==> src/rtl/bfp_pkg.sv <==
// bfp_pkg: shared constants, types and the front-to-back command struct
// for the bilateral filter pixel block. No dependencies.
`default_nettype none
package bfp_pkg;
    localparam int MaxRows    = 64;
    localparam int MaxCols    = 64;
    localparam int MaxWindow  = 7;
    localparam int WeightBits = 16;
    localparam int RowBits    = 6;
    localparam int ColBits    = 6;
    localparam int AddrBits   = RowBits + ColBits;
    localparam int SpDepth    = MaxWindow * MaxWindow;
    localparam int SpBits     = 6;
    localparam int MaxRad     = MaxWindow / 2;
    localparam int TapW       = 2 * WeightBits;      // tap weight width
    localparam int DenW       = TapW + 6;            // up to 49 taps
    localparam int NumW       = DenW + 8;

    typedef enum logic [1:0] {
        OP_WR_PIX = 2'd0,
        OP_QUERY  = 2'd1,
        OP_WR_RNG = 2'd2,
        OP_WR_SP  = 2'd3
    } t_op;

    localparam logic [1:0] REG_ROWS = 2'd0;
    localparam logic [1:0] REG_COLS = 2'd1;
    localparam logic [1:0] REG_WIN  = 2'd2;

    typedef struct packed {
        t_op                    op;
        logic [RowBits-1:0]     row;
        logic [ColBits-1:0]     col;
        logic [7:0]             table_index;
        logic [WeightBits-1:0]  data;
        logic                   outside;   // query misses the frame
    } t_cmd;
endpackage
`default_nettype wire

==> src/rtl/bfp_front.sv <==
// bfp_front: accepts input beats, flags queries outside the frame and
// pushes commands into a two-entry queue. Depends on bfp_pkg.
`default_nettype none
module bfp_front (
    input  wire logic                          i_clk,
    input  wire logic                          i_rst_n,
    input  wire logic                          i_valid,
    output logic                               o_stall,
    input  wire logic [1:0]                    i_op,
    input  wire logic [bfp_pkg::RowBits-1:0]   i_row,
    input  wire logic [bfp_pkg::ColBits-1:0]   i_col,
    input  wire logic [7:0]                    i_table_index,
    input  wire logic [bfp_pkg::WeightBits-1:0] i_data,
    input  wire logic [6:0]                    i_rows,
    input  wire logic [6:0]                    i_cols,
    output logic                               o_cmd_valid,
    output bfp_pkg::t_cmd                      o_cmd,
    input  wire logic                          i_cmd_pop
);
    bfp_pkg::t_cmd r_q [2];
    logic          r_rd, r_wr;
    logic [1:0]    r_cnt;
    bfp_pkg::t_cmd w_cmd;
    logic          w_push;

    always_comb begin
        w_cmd.op          = bfp_pkg::t_op'(i_op);
        w_cmd.row         = i_row;
        w_cmd.col         = i_col;
        w_cmd.table_index = i_table_index;
        w_cmd.data        = i_data;
        w_cmd.outside     = ({1'b0, i_row} >= i_rows) || ({1'b0, i_col} >= i_cols);
    end

    assign o_stall     = (r_cnt == 2'd2);
    assign w_push      = i_valid && !o_stall;
    assign o_cmd_valid = (r_cnt != 2'd0);
    assign o_cmd       = r_q[r_rd];

    always_ff @(posedge i_clk) begin
        if (w_push) begin
            r_q[r_wr] <= w_cmd;
        end
        if (!i_rst_n) begin
            r_rd  <= 1'b0;
            r_wr  <= 1'b0;
            r_cnt <= 2'd0;
        end else begin
            if (w_push) r_wr <= ~r_wr;
            if (i_cmd_pop) r_rd <= ~r_rd;
            r_cnt <= r_cnt + {1'b0, w_push} - {1'b0, i_cmd_pop};
        end
    end

    assert property (@(posedge i_clk) disable iff (!i_rst_n) r_cnt <= 2'd2)
        else $error("queue overflow");
    assert property (@(posedge i_clk) disable iff (!i_rst_n)
        i_cmd_pop |-> o_cmd_valid) else $error("pop from empty queue");
    assert property (@(posedge i_clk) disable iff (!i_rst_n)
        (r_cnt == 2'd0) |-> (r_rd == r_wr)) else $error("queue pointers split");
endmodule
`default_nettype wire

==> config.mk <==
export PLATFORM = sky130hd
export DESIGN_NAME = bfp_front
export DESIGN_NICKNAME = d
export VERILOG_FILES = /design/src/rtl/bfp_pkg.sv /design/src/rtl/bfp_front.sv
export SDC_FILE = /design/constraint.sdc
export NUM_CORES = 1
export LEC_CHECK = 0
export ABC_AREA = 1
export ABC_CLOCK_PERIOD_IN_PS = 2850
export BUFFER_PORTS_ARGS = -buffer_cell sky130_fd_sc_hd__buf_2
export CORE_ASPECT_RATIO = 0.7
export CORE_UTILIZATION = 52
export DETAILED_ROUTE_END_ITERATION = 10
export PLACE_DENSITY = 0.8
export RECOVER_POWER = 25
export REMOVE_ABC_BUFFERS = 1
export SLEW_MARGIN = 20
export SYNTH_ARGS = -nofsm -noshare
export SYNTH_HDL_FRONTEND = slang
export SYNTH_SLANG_ARGS = --single-unit
==> constraint.sdc <==
create_clock -name i_clk -period 2.85 [get_ports i_clk]
set_input_delay 0.285 -clock i_clk [delete_from_list [all_inputs] [get_ports i_clk]]
set_output_delay 0.285 -clock i_clk [all_outputs]
set_load 0.1 [all_outputs]
After elaboration in Yosys (flattened, before gate mapping)
Memories as Yosys holds them, arrays and structs flattened. A register that Yosys moved wholly into a read port is not among the register bits.
Cells that the tools add are included.
{"block": "totals", "reg_bits": 4, "latch_bits": 0, "ram_bits": 78, "romBits": 0, "input_bits": 56, "output_inout_bits": 41, "word_cells": 19, "mem_count": 1}
{"name": "r_q", "depth": 2, "word_bits": 39, "rd": 1, "rd_clocked_by_memory_dff": 1, "wr": 1, "line_no": "bfp_front.sv:20", "text": "bfp_pkg::t_cmd r_q [2];"}
{"block": "op_classes", "n_addsub": 2, "multipliers": 0, "div_mod_pow": 0, "order_cmp": 2, "n_eq_ne": 1, "shift": 0, "n_mux": 4, "n_bitwise": 2, "reduce_logical": 4}
{"cell": ">= comparator 6 x 7 -> 1 bit", "count": 2}
{"cell": "two-way mux 1 bit", "count": 4}
{"cell": "adder 2 x 1 -> 2 bit", "count": 1}
{"cell": "== test 2 bit (second input constant)", "count": 1}
{"cell": "inverter 1 bit", "count": 2}
{"cell": "nonzero test 2 bit", "count": 1}
{"cell": "subtractor 2 x 1 -> 2 bit", "count": 1}
{"cell": "logical AND 1 bit", "count": 1}
{"cell": "logical NOT 1 bit", "count": 1}
{"cell": "logical OR 1 bit", "count": 1}

Longest topological paths before layout
Gate-level depths: netlist (run 1).
{"block": "depth", "ltp_word": 5, "depth_mapped": 10}

Worst setup path before layout (run 1)
OpenSTA, ideal clock, no wires.
{"block": "synth_timing", "path_kind": "flip-flop to flip-flop", "startpoint": "register r_cnt[1]", "endpoint": "memory r_q[0][0] (netlist bit) (enable)", "setup_time_ps": 435, "t_arrival_ps": 2127, "required_time_ps": 2415, "slack_ps": 288, "stages_incl_launch_ff": 4, "cell_sequence": "dfxtp_1 > inv_1 > o21ai_2 > nor2_1"}
{"block": "synth_via", "elab_chain_len": 5}
{"element": "from (decl)", "line_no": "bfp_front.sv:22", "text": "logic [1:0] r_cnt;"}
{"element": "from (signal assigned)", "line_no": "bfp_front.sv:51", "text": "r_cnt <= r_cnt + {1'b0, w_push} - {1'b0, i_cmd_pop};"}
{"element": "== test 2 bit", "line_no": "bfp_front.sv:35", "text": "assign o_stall = (r_cnt == 2'd2);"}
{"element": "logical NOT 1 bit", "line_no": "bfp_front.sv:36", "text": "assign w_push = i_valid && !o_stall;"}
{"element": "logical AND 1 bit", "line_no": "bfp_front.sv:36"}
{"element": "two-way mux 1 bit", "line_no": "bfp_front.sv:41", "text": "if (w_push) begin"}
{"element": "two-way mux 1 bit (not written as such)", "line_no": "bfp_front.sv:42", "text": "r_q[r_wr] <= w_cmd;"}
{"element": "to (decl)", "line_no": "bfp_front.sv:20"}
No other way between the ends.

==> results of run 1 <==
-- registers in the layout (all words and copies together) (netlist names), named ones only --
signal	count
r_rd	1
r_q	78
r_wr	1
r_cnt	2
-- area by class of cell --
cell class	instances	area share
tap	78	0.0233
clock inverter	6	0.0137
timing repair buffer	101	0.119
clock buffer	9	0.0296
sequential	83	0.583
inverter	28	0.0251
multi-input combinational	100	0.207
-- layout by cell type, fill, tap and decap left out, types with 2 or more instances in the layout --
master,n
a21oi_1,3
buf_4,5
dfxtp_1,4
buf_2,80
nor2_1,10
clkbuf_8,9
clkbuf_1,16
nand3_1,3
mux2_4,10
nand2_1,24
mux2_2,29
edfxtp_1,78
clkinv_1,3
ha_1,14
inv_1,28
nor2_4,2
-- routing by layer --
layer  share of wire  wire [um]
met1            0.46       2720
met2            0.45       2660
met3           0.077        449
met4          0.0061         36
met5               0          0
-- metrics by stage --
stage / instances / power, mW
floorplan: 211 / 2.35
global placement: 390 / 2.52
detailed placement: 390 / 2.54
CTS: 405 / 3.31
global route: 405 / 3.41
finish: 405 / 3.28
-- cells by family after synthesis --
| group | count (synthesis) |
|---|---|
| adder cells (fa/ha/maj) | 14 |
| multiplexers | 39 |
| AO/OA/AOI/OAI | 5 |
| buffers and inverters | 32 |
| AND/OR/NAND/NOR | 41 |
| XOR/XNOR | 1 |
| flip-flops | 83 |
-- worst min path at each step --
stage	slack (ps)	to
finish	130	r_q[1][13]
global route	100	r_q[0][6]
CTS	110	r_q[0][6]
detailed placement	480	r_q[0][6]
global placement	470	r_q[1][4]
floorplan	380	r_cnt[0]
-- where the power goes --
group          switching, mW  total (mW)  internal (mW)
Clock                  0.383       0.776          0.392
Combinational          0.804        1.00          0.200
Sequential            0.0305        1.50           1.47
Total                   1.22        3.28           2.06
==> impl_metrics.tcl, run 1 <==
set metrics [dict create \
    ys.flop_type "edfxtp_1" \
    status "completed" \
    yosys.area_share.xor_xnor 0.00255 \
    crit_fanout 39 \
    top_usage_layer "met2" \
    drv_slew 0 \
    cp-start-kind "flip-flop" \
    r2r_cells 4 \
    grt_max_degree 40 \
    vias 1979 \
    grtUsageMet3 0.0801 \
    hold_buffers 0 \
    setup_viol 0 \
    cts_tree "yes" \
    dp_hpwl_um 4240 \
    routed_wl_um 5870 \
    wl_per_cell_um 14.5 \
    regArea_sq_um 2440 \
    overflow 0 \
    rows 24 \
    cp-endpoint "o_cmd[1]" \
    synth_top_family_by_area "multiplexers" \
    areaGrowthSynthToFinish_pct 21.9 \
    syn_avg_cell_area_sq_um 16.0 \
    synth_seq_cells 83 \
    async_reset_ff_frac 0 \
    reg2reg_to "r_q[0][38]" \
    slew-limit-headroom 0.612 \
    reg2reg_from "r_cnt[1]" \
    dpl-instance-area_sq_um 4030 \
    min-delay-start "i_data[12]" \
    via_per_inst 4.89 \
    drive_gt1_frac 0.431 \
    synth_edf_count 78 \
    root_buffer "clkbuf_8" \
    worst_slack_ps 727 \
    required_ps 2570 \
    yosysWarningCount 0 \
    io_buffer_count 96 \
    first_iter_violations 60 \
    hold_violations 0 \
    cts_num_sinks 83 \
    ys_types 18 \
    synth_area_sq_um 3440 \
    fmax_mhz 471 \
    crit_slowest_cell "buf_4" \
    ios 97 \
    final.period_utilization 0.745 \
    grt_use_met1 0.235 \
    finalCriticalPeriod_ps 2120 \
    drc 0 \
    cp_num_buf_inv 2 \
    cts_setup_buffers 0 \
    ys_top_cells_by_area "edfxtp_1 (68%), mux2_2 (9.5%), ha_1 (5.1%), mux2_4 (4.4%), inv_1 (3.1%)" \
    fin_nets 393 \
    p_per_area_nw_per_um2 783 \
    hold_path_class "primary input to flip-flop" \
    antenna_left 0 \
    min_path_cells 1 \
    cts_buffers 9 \
    synth_fa_ha_area_frac 0.0509 \
    firstDrtPassIters 4 \
    place_congestion 0.708 \
    yosysSeqAreaShare 0.710 \
    grt_first_pass_wirelength_um 9320 \
    die_area_sq_um 6950 \
    yosysTopAreaCell "edfxtp_1" \
    critPathKind "flip-flop to primary output" \
    worstPathCellList "buf_4, mux2_2, buf_2" \
    ir_drop_mv 0.372 \
    start_util 0.545 \
    clock_latency_ps 340 \
    diodes 0 \
    track_usage 0.182 \
    synth_cells 215 \
    cts.repair.resized 0 \
    clock_path_buffers 2 \
    holdWs_ps 128 \
    htreeDepth 3 \
    synth.most_common_cell "edfxtp_1" \
    synth_commonest_cells "edfxtp_1 (78), mux2_2 (29), inv_1 (28), nand2_1 (24), ha_1 (14)" \
    crit_arrival_ps 1840 \
    multiInputGateArea_sq_um 866 \
    synth_simple_gate_area_frac 0.0469 \
    dpl_worst_slack_ps 1070 \
    fin_util 0.665 \
    antenna_found_initial 0 \
    fin_setup_tns_ps 0 \
    reg2reg_slack_ps 1180 \
    grt_pass1_vias 2003 \
    cpPeakStageDelay_ps 460 \
    cp-end-kind "primary output" \
    synth-compound-area-share 0.00837 \
    crit_family "buffers and inverters" \
    fill_cells 463 \
    fin_area_sq_um 4190 \
    die_h_um 70.0 \
    rsz0062_at_grt "false" \
    synth_top_area_share 0.681 \
    finClkSkew_ps 2.68 \
    leakage_nw 1.76 \
    core_area_sq_um 6310 \
    tightest_slew_ps 580 \
    grt.met2_usage 0.292 \
    cap_violations 0 \
    cts.clk_slew.worst_paths_ps 70 \
    cp.depth 3 \
    die_w_um 99.2 \
    synth_mux_area_frac 0.139 \
]
Note: power is estimated with default switching activity, not from simulation.
==> run 2: changes to the inputs <==
--- a/config.mk
+++ b/config.mk
@@ -5,13 +5,13 @@
 export SDC_FILE = /design/constraint.sdc
 export NUM_CORES = 1
 export LEC_CHECK = 0
-export ABC_AREA = 1
-export ABC_CLOCK_PERIOD_IN_PS = 2850
+export ABC_AREA = 0
+export ABC_CLOCK_PERIOD_IN_PS = 1930
 export BUFFER_PORTS_ARGS = -buffer_cell sky130_fd_sc_hd__buf_2
 export CORE_ASPECT_RATIO = 0.7
-export CORE_UTILIZATION = 52
+export CORE_UTILIZATION = 46
 export DETAILED_ROUTE_END_ITERATION = 10
-export PLACE_DENSITY = 0.8
+export PLACE_DENSITY = 0.75
 export RECOVER_POWER = 25
 export REMOVE_ABC_BUFFERS = 1
 export SLEW_MARGIN = 20
==> constraint.sdc (replaced) <==
create_clock -name i_clk -period 1.93 [get_ports i_clk]
set_input_delay 0.193 -clock i_clk [delete_from_list [all_inputs] [get_ports i_clk]]
set_output_delay 0.193 -clock i_clk [all_outputs]
set_load 0.1 [all_outputs]
==> run 2 against run 1 <==
Against the previous run:
- combinational power is 120% higher
- worst hold slack worse by 92 ps
- first-iteration DRC count is 6.7% lower
- synthesized cell count is 15% lower
- design area is 0.63% higher
==> impl_metrics.tcl, run 2 <==
set metrics [dict create \
    routed_wl_um 5700 \
    async_reset_ff_frac 0 \
    drv_slew 0 \
    intPower_mw 3.59 \
    cts_buffers 9 \
    drc 0 \
    status "completed" \
    crit_slowest_cell "mux2_2" \
    combinationalPowerShare 0.362 \
    drive_gt1_frac 0.502 \
    antenna_left 0 \
    finalCriticalPeriod_ps 1800 \
    ir_drop_mv 0.962 \
    swShare 0.401 \
    diodes 0 \
    r2r_cells 8 \
    slew-limit-headroom 0.661 \
    fill_cells 572 \
    regArea_sq_um 2440 \
    ys.flop_type "edfxtp_1" \
    cts.clk_slew.worst_paths_ps 80 \
    die_w_um 104 \
    critPathKind "flip-flop to primary output" \
    syn_avg_cell_area_sq_um 18.6 \
    reg2reg_to "r_cnt[1]" \
    ios 97 \
    grt_max_degree 25 \
    min-delay-start "i_data[12]" \
    largest_reg_flops 78 \
    final_common_cell "buf_2" \
    overflow 0 \
    dp_hpwl_um 4130 \
    crit_arrival_ps 1610 \
    vias 1860 \
    finClkSkew_ps 5.58 \
    htreeDepth 3 \
    reg2reg_slack_ps 270 \
    track_usage 0.160 \
    synth_seq_cells 83 \
    worstPathCellList "buf_4, mux2_2, buf_2" \
    synth_edf_count 78 \
    via_per_inst 4.78 \
    cpPeakStageDelay_ps 370 \
    start_util 0.489 \
    switchingPower_mw 2.40 \
    clock_path_buffers 2 \
    dp_cells 374 \
    yosysWarningCount 0 \
    rsz0062_at_grt "false" \
    core_area_sq_um 6910 \
    cap_violations 0 \
    final_cell_mix "buf_2 (84), edfxtp_1 (78), mux2_2 (29)" \
    cp-start-kind "flip-flop" \
    tightest_slew_ps 513 \
    regMostFlops "r_q" \
    required_ps 1740 \
    pwr-share-seq 0.396 \
    worst_slack_ps 131 \
    synth_commonest_cells "edfxtp_1 (78), mux2_2 (29), ha_1 (14), inv_1 (14), mux2_4 (10)" \
    multiInputGateArea_sq_um 852 \
    die_h_um 73.7 \
    fmax_mhz 556 \
    yosysSeqAreaShare 0.723 \
    synth.most_common_cell "edfxtp_1" \
    yosysTopAreaCell "edfxtp_1" \
    min_path_cells 1 \
    p_clk_frac 0.242 \
    holdWs_ps 36.4 \
    synth_top_area_share 0.693 \
    die_area_sq_um 7700 \
    crit_fanout 15 \
    hold_buffers 0 \
    ys_types 25 \
    ys_top_cells_by_area "edfxtp_1 (69%), mux2_2 (9.7%), ha_1 (5.2%), mux2_4 (4.4%), dfxtp_1 (3.0%)" \
    root_buffer "clkbuf_8" \
    wl_per_cell_um 14.6 \
    fin_nets 361 \
    reg2reg_from "r_cnt[0]" \
    place_congestion 0.685 \
    p_per_area_nw_per_um2 1420 \
    cts_num_sinks 83 \
    rows 25 \
    grt_first_pass_wirelength_um 8900 \
    areaGrowthSynthToFinish_pct 24.8 \
    fin_area_sq_um 4220 \
    fin_util 0.610 \
    fin_total_pwr_mw 5.99 \
    io_buffer_count 96 \
    hold_violations 0 \
    top_regs "r_q x78, r_cnt x2" \
    leakage_nw 1.71 \
    antenna_found_initial 0 \
    hold_end "r_q[0][13]" \
    setup_viol 0 \
    synth_cells 182 \
    cts_tree "yes" \
    dpl_worst_slack_ps 268 \
    hold_path_class "primary input to flip-flop" \
    clock_latency_ps 340 \
    fin_setup_tns_ps 0 \
    instances_no_fill 389 \
    final.period_utilization 0.932 \
    dpl-instance-area_sq_um 3990 \
    grt_pass1_vias 1896 \
    synth_area_sq_um 3380 \
    firstDrtPassIters 4 \
    first_iter_violations 56 \
    cp-end-kind "primary output" \
]
[run 2: cell types whose count changed after synthesis, moves of 2 or more]
cell,delta
and2_1,+5
nand3_1,-3
nor2_1,-10
inv_1,-14
a21o_1,+2
a211oi_1,+2
xnor2_1,+2
nand2_1,-23
nand2b_1,+3
[run 2: worst max-delay path, delay by kind of cell, from the launching register on]
family                 cells  cell delay [ps]
flip-flops                 1              340
multiplexers               1              370
buffers and inverters      2              550
[run 2: kinds of logic after synthesis]
logic type | synth area share
xor+xnor | 0.0104
fa+ha+maj | 0.0518
mux | 0.141
buf+inv | 0.0278
flops | 0.723
compound gates | 0.0189
simple gates | 0.0274
[run 2: worst max-delay path by stage]
| stage | start | end | cells past startpoint | slack, ps |
|---|---|---|---|---|
| after CTS | flip-flop | o_cmd[15] | 3 | 40 |
| after detailed placement | r_cnt[0] | r_cnt[1] | 8 | 270 |
| after global placement | r_cnt[0] | r_cnt[1] | 8 | 340 |
| final | flip-flop | o_cmd[25] | 3 | 130 |
| after global routing | flip-flop | o_cmd[0] | 3 | 50 |
| after floorplan | r_cnt[0] | r_q[0][0] | 3 | -700 |
[run 2: layout make-up]
type	instances	share of cell area
sequential	83	0.579
inverter	14	0.0125
tap	94	0.0279
multi-input combinational	81	0.202
timing repair buffer	102	0.122
clock buffer	9	0.0294
clock inverter	6	0.0270
[run 2: power groups by stage]
stage,Sequential (mW),Clock [mW],Combinational (mW)
after floorplan,2.42,0,1.81
after global placement,2.40,0,2.17
after detailed placement,2.41,0,2.19
after CTS,2.37,1.48,2.19
after global routing,2.40,1.57,2.26
final,2.37,1.45,2.17
[run 2: repair_timing]
| action | in CTS | in global routing |
|---|---|---|
| resized for setup | 0 | 1 |
| setup endpoints to repair | 0 | 14 |
| hold endpoints to repair | 0 | 0 |
| buffers inserted | 0 | 0 |
[run 2: routing by layer]
metal | routed length [um] | GRT usage | share of wire | up-vias
li1 | - | - | - | 903
met1 | 2650 | 0.200 | 0.46 | 879
met2 | 2560 | 0.252 | 0.45 | 71
met3 | 460 | 0.0763 | 0.081 | 7
met4 | 36 | 0.0381 | 0.0063 | 0
met5 | 0 | 0 | 0 | -
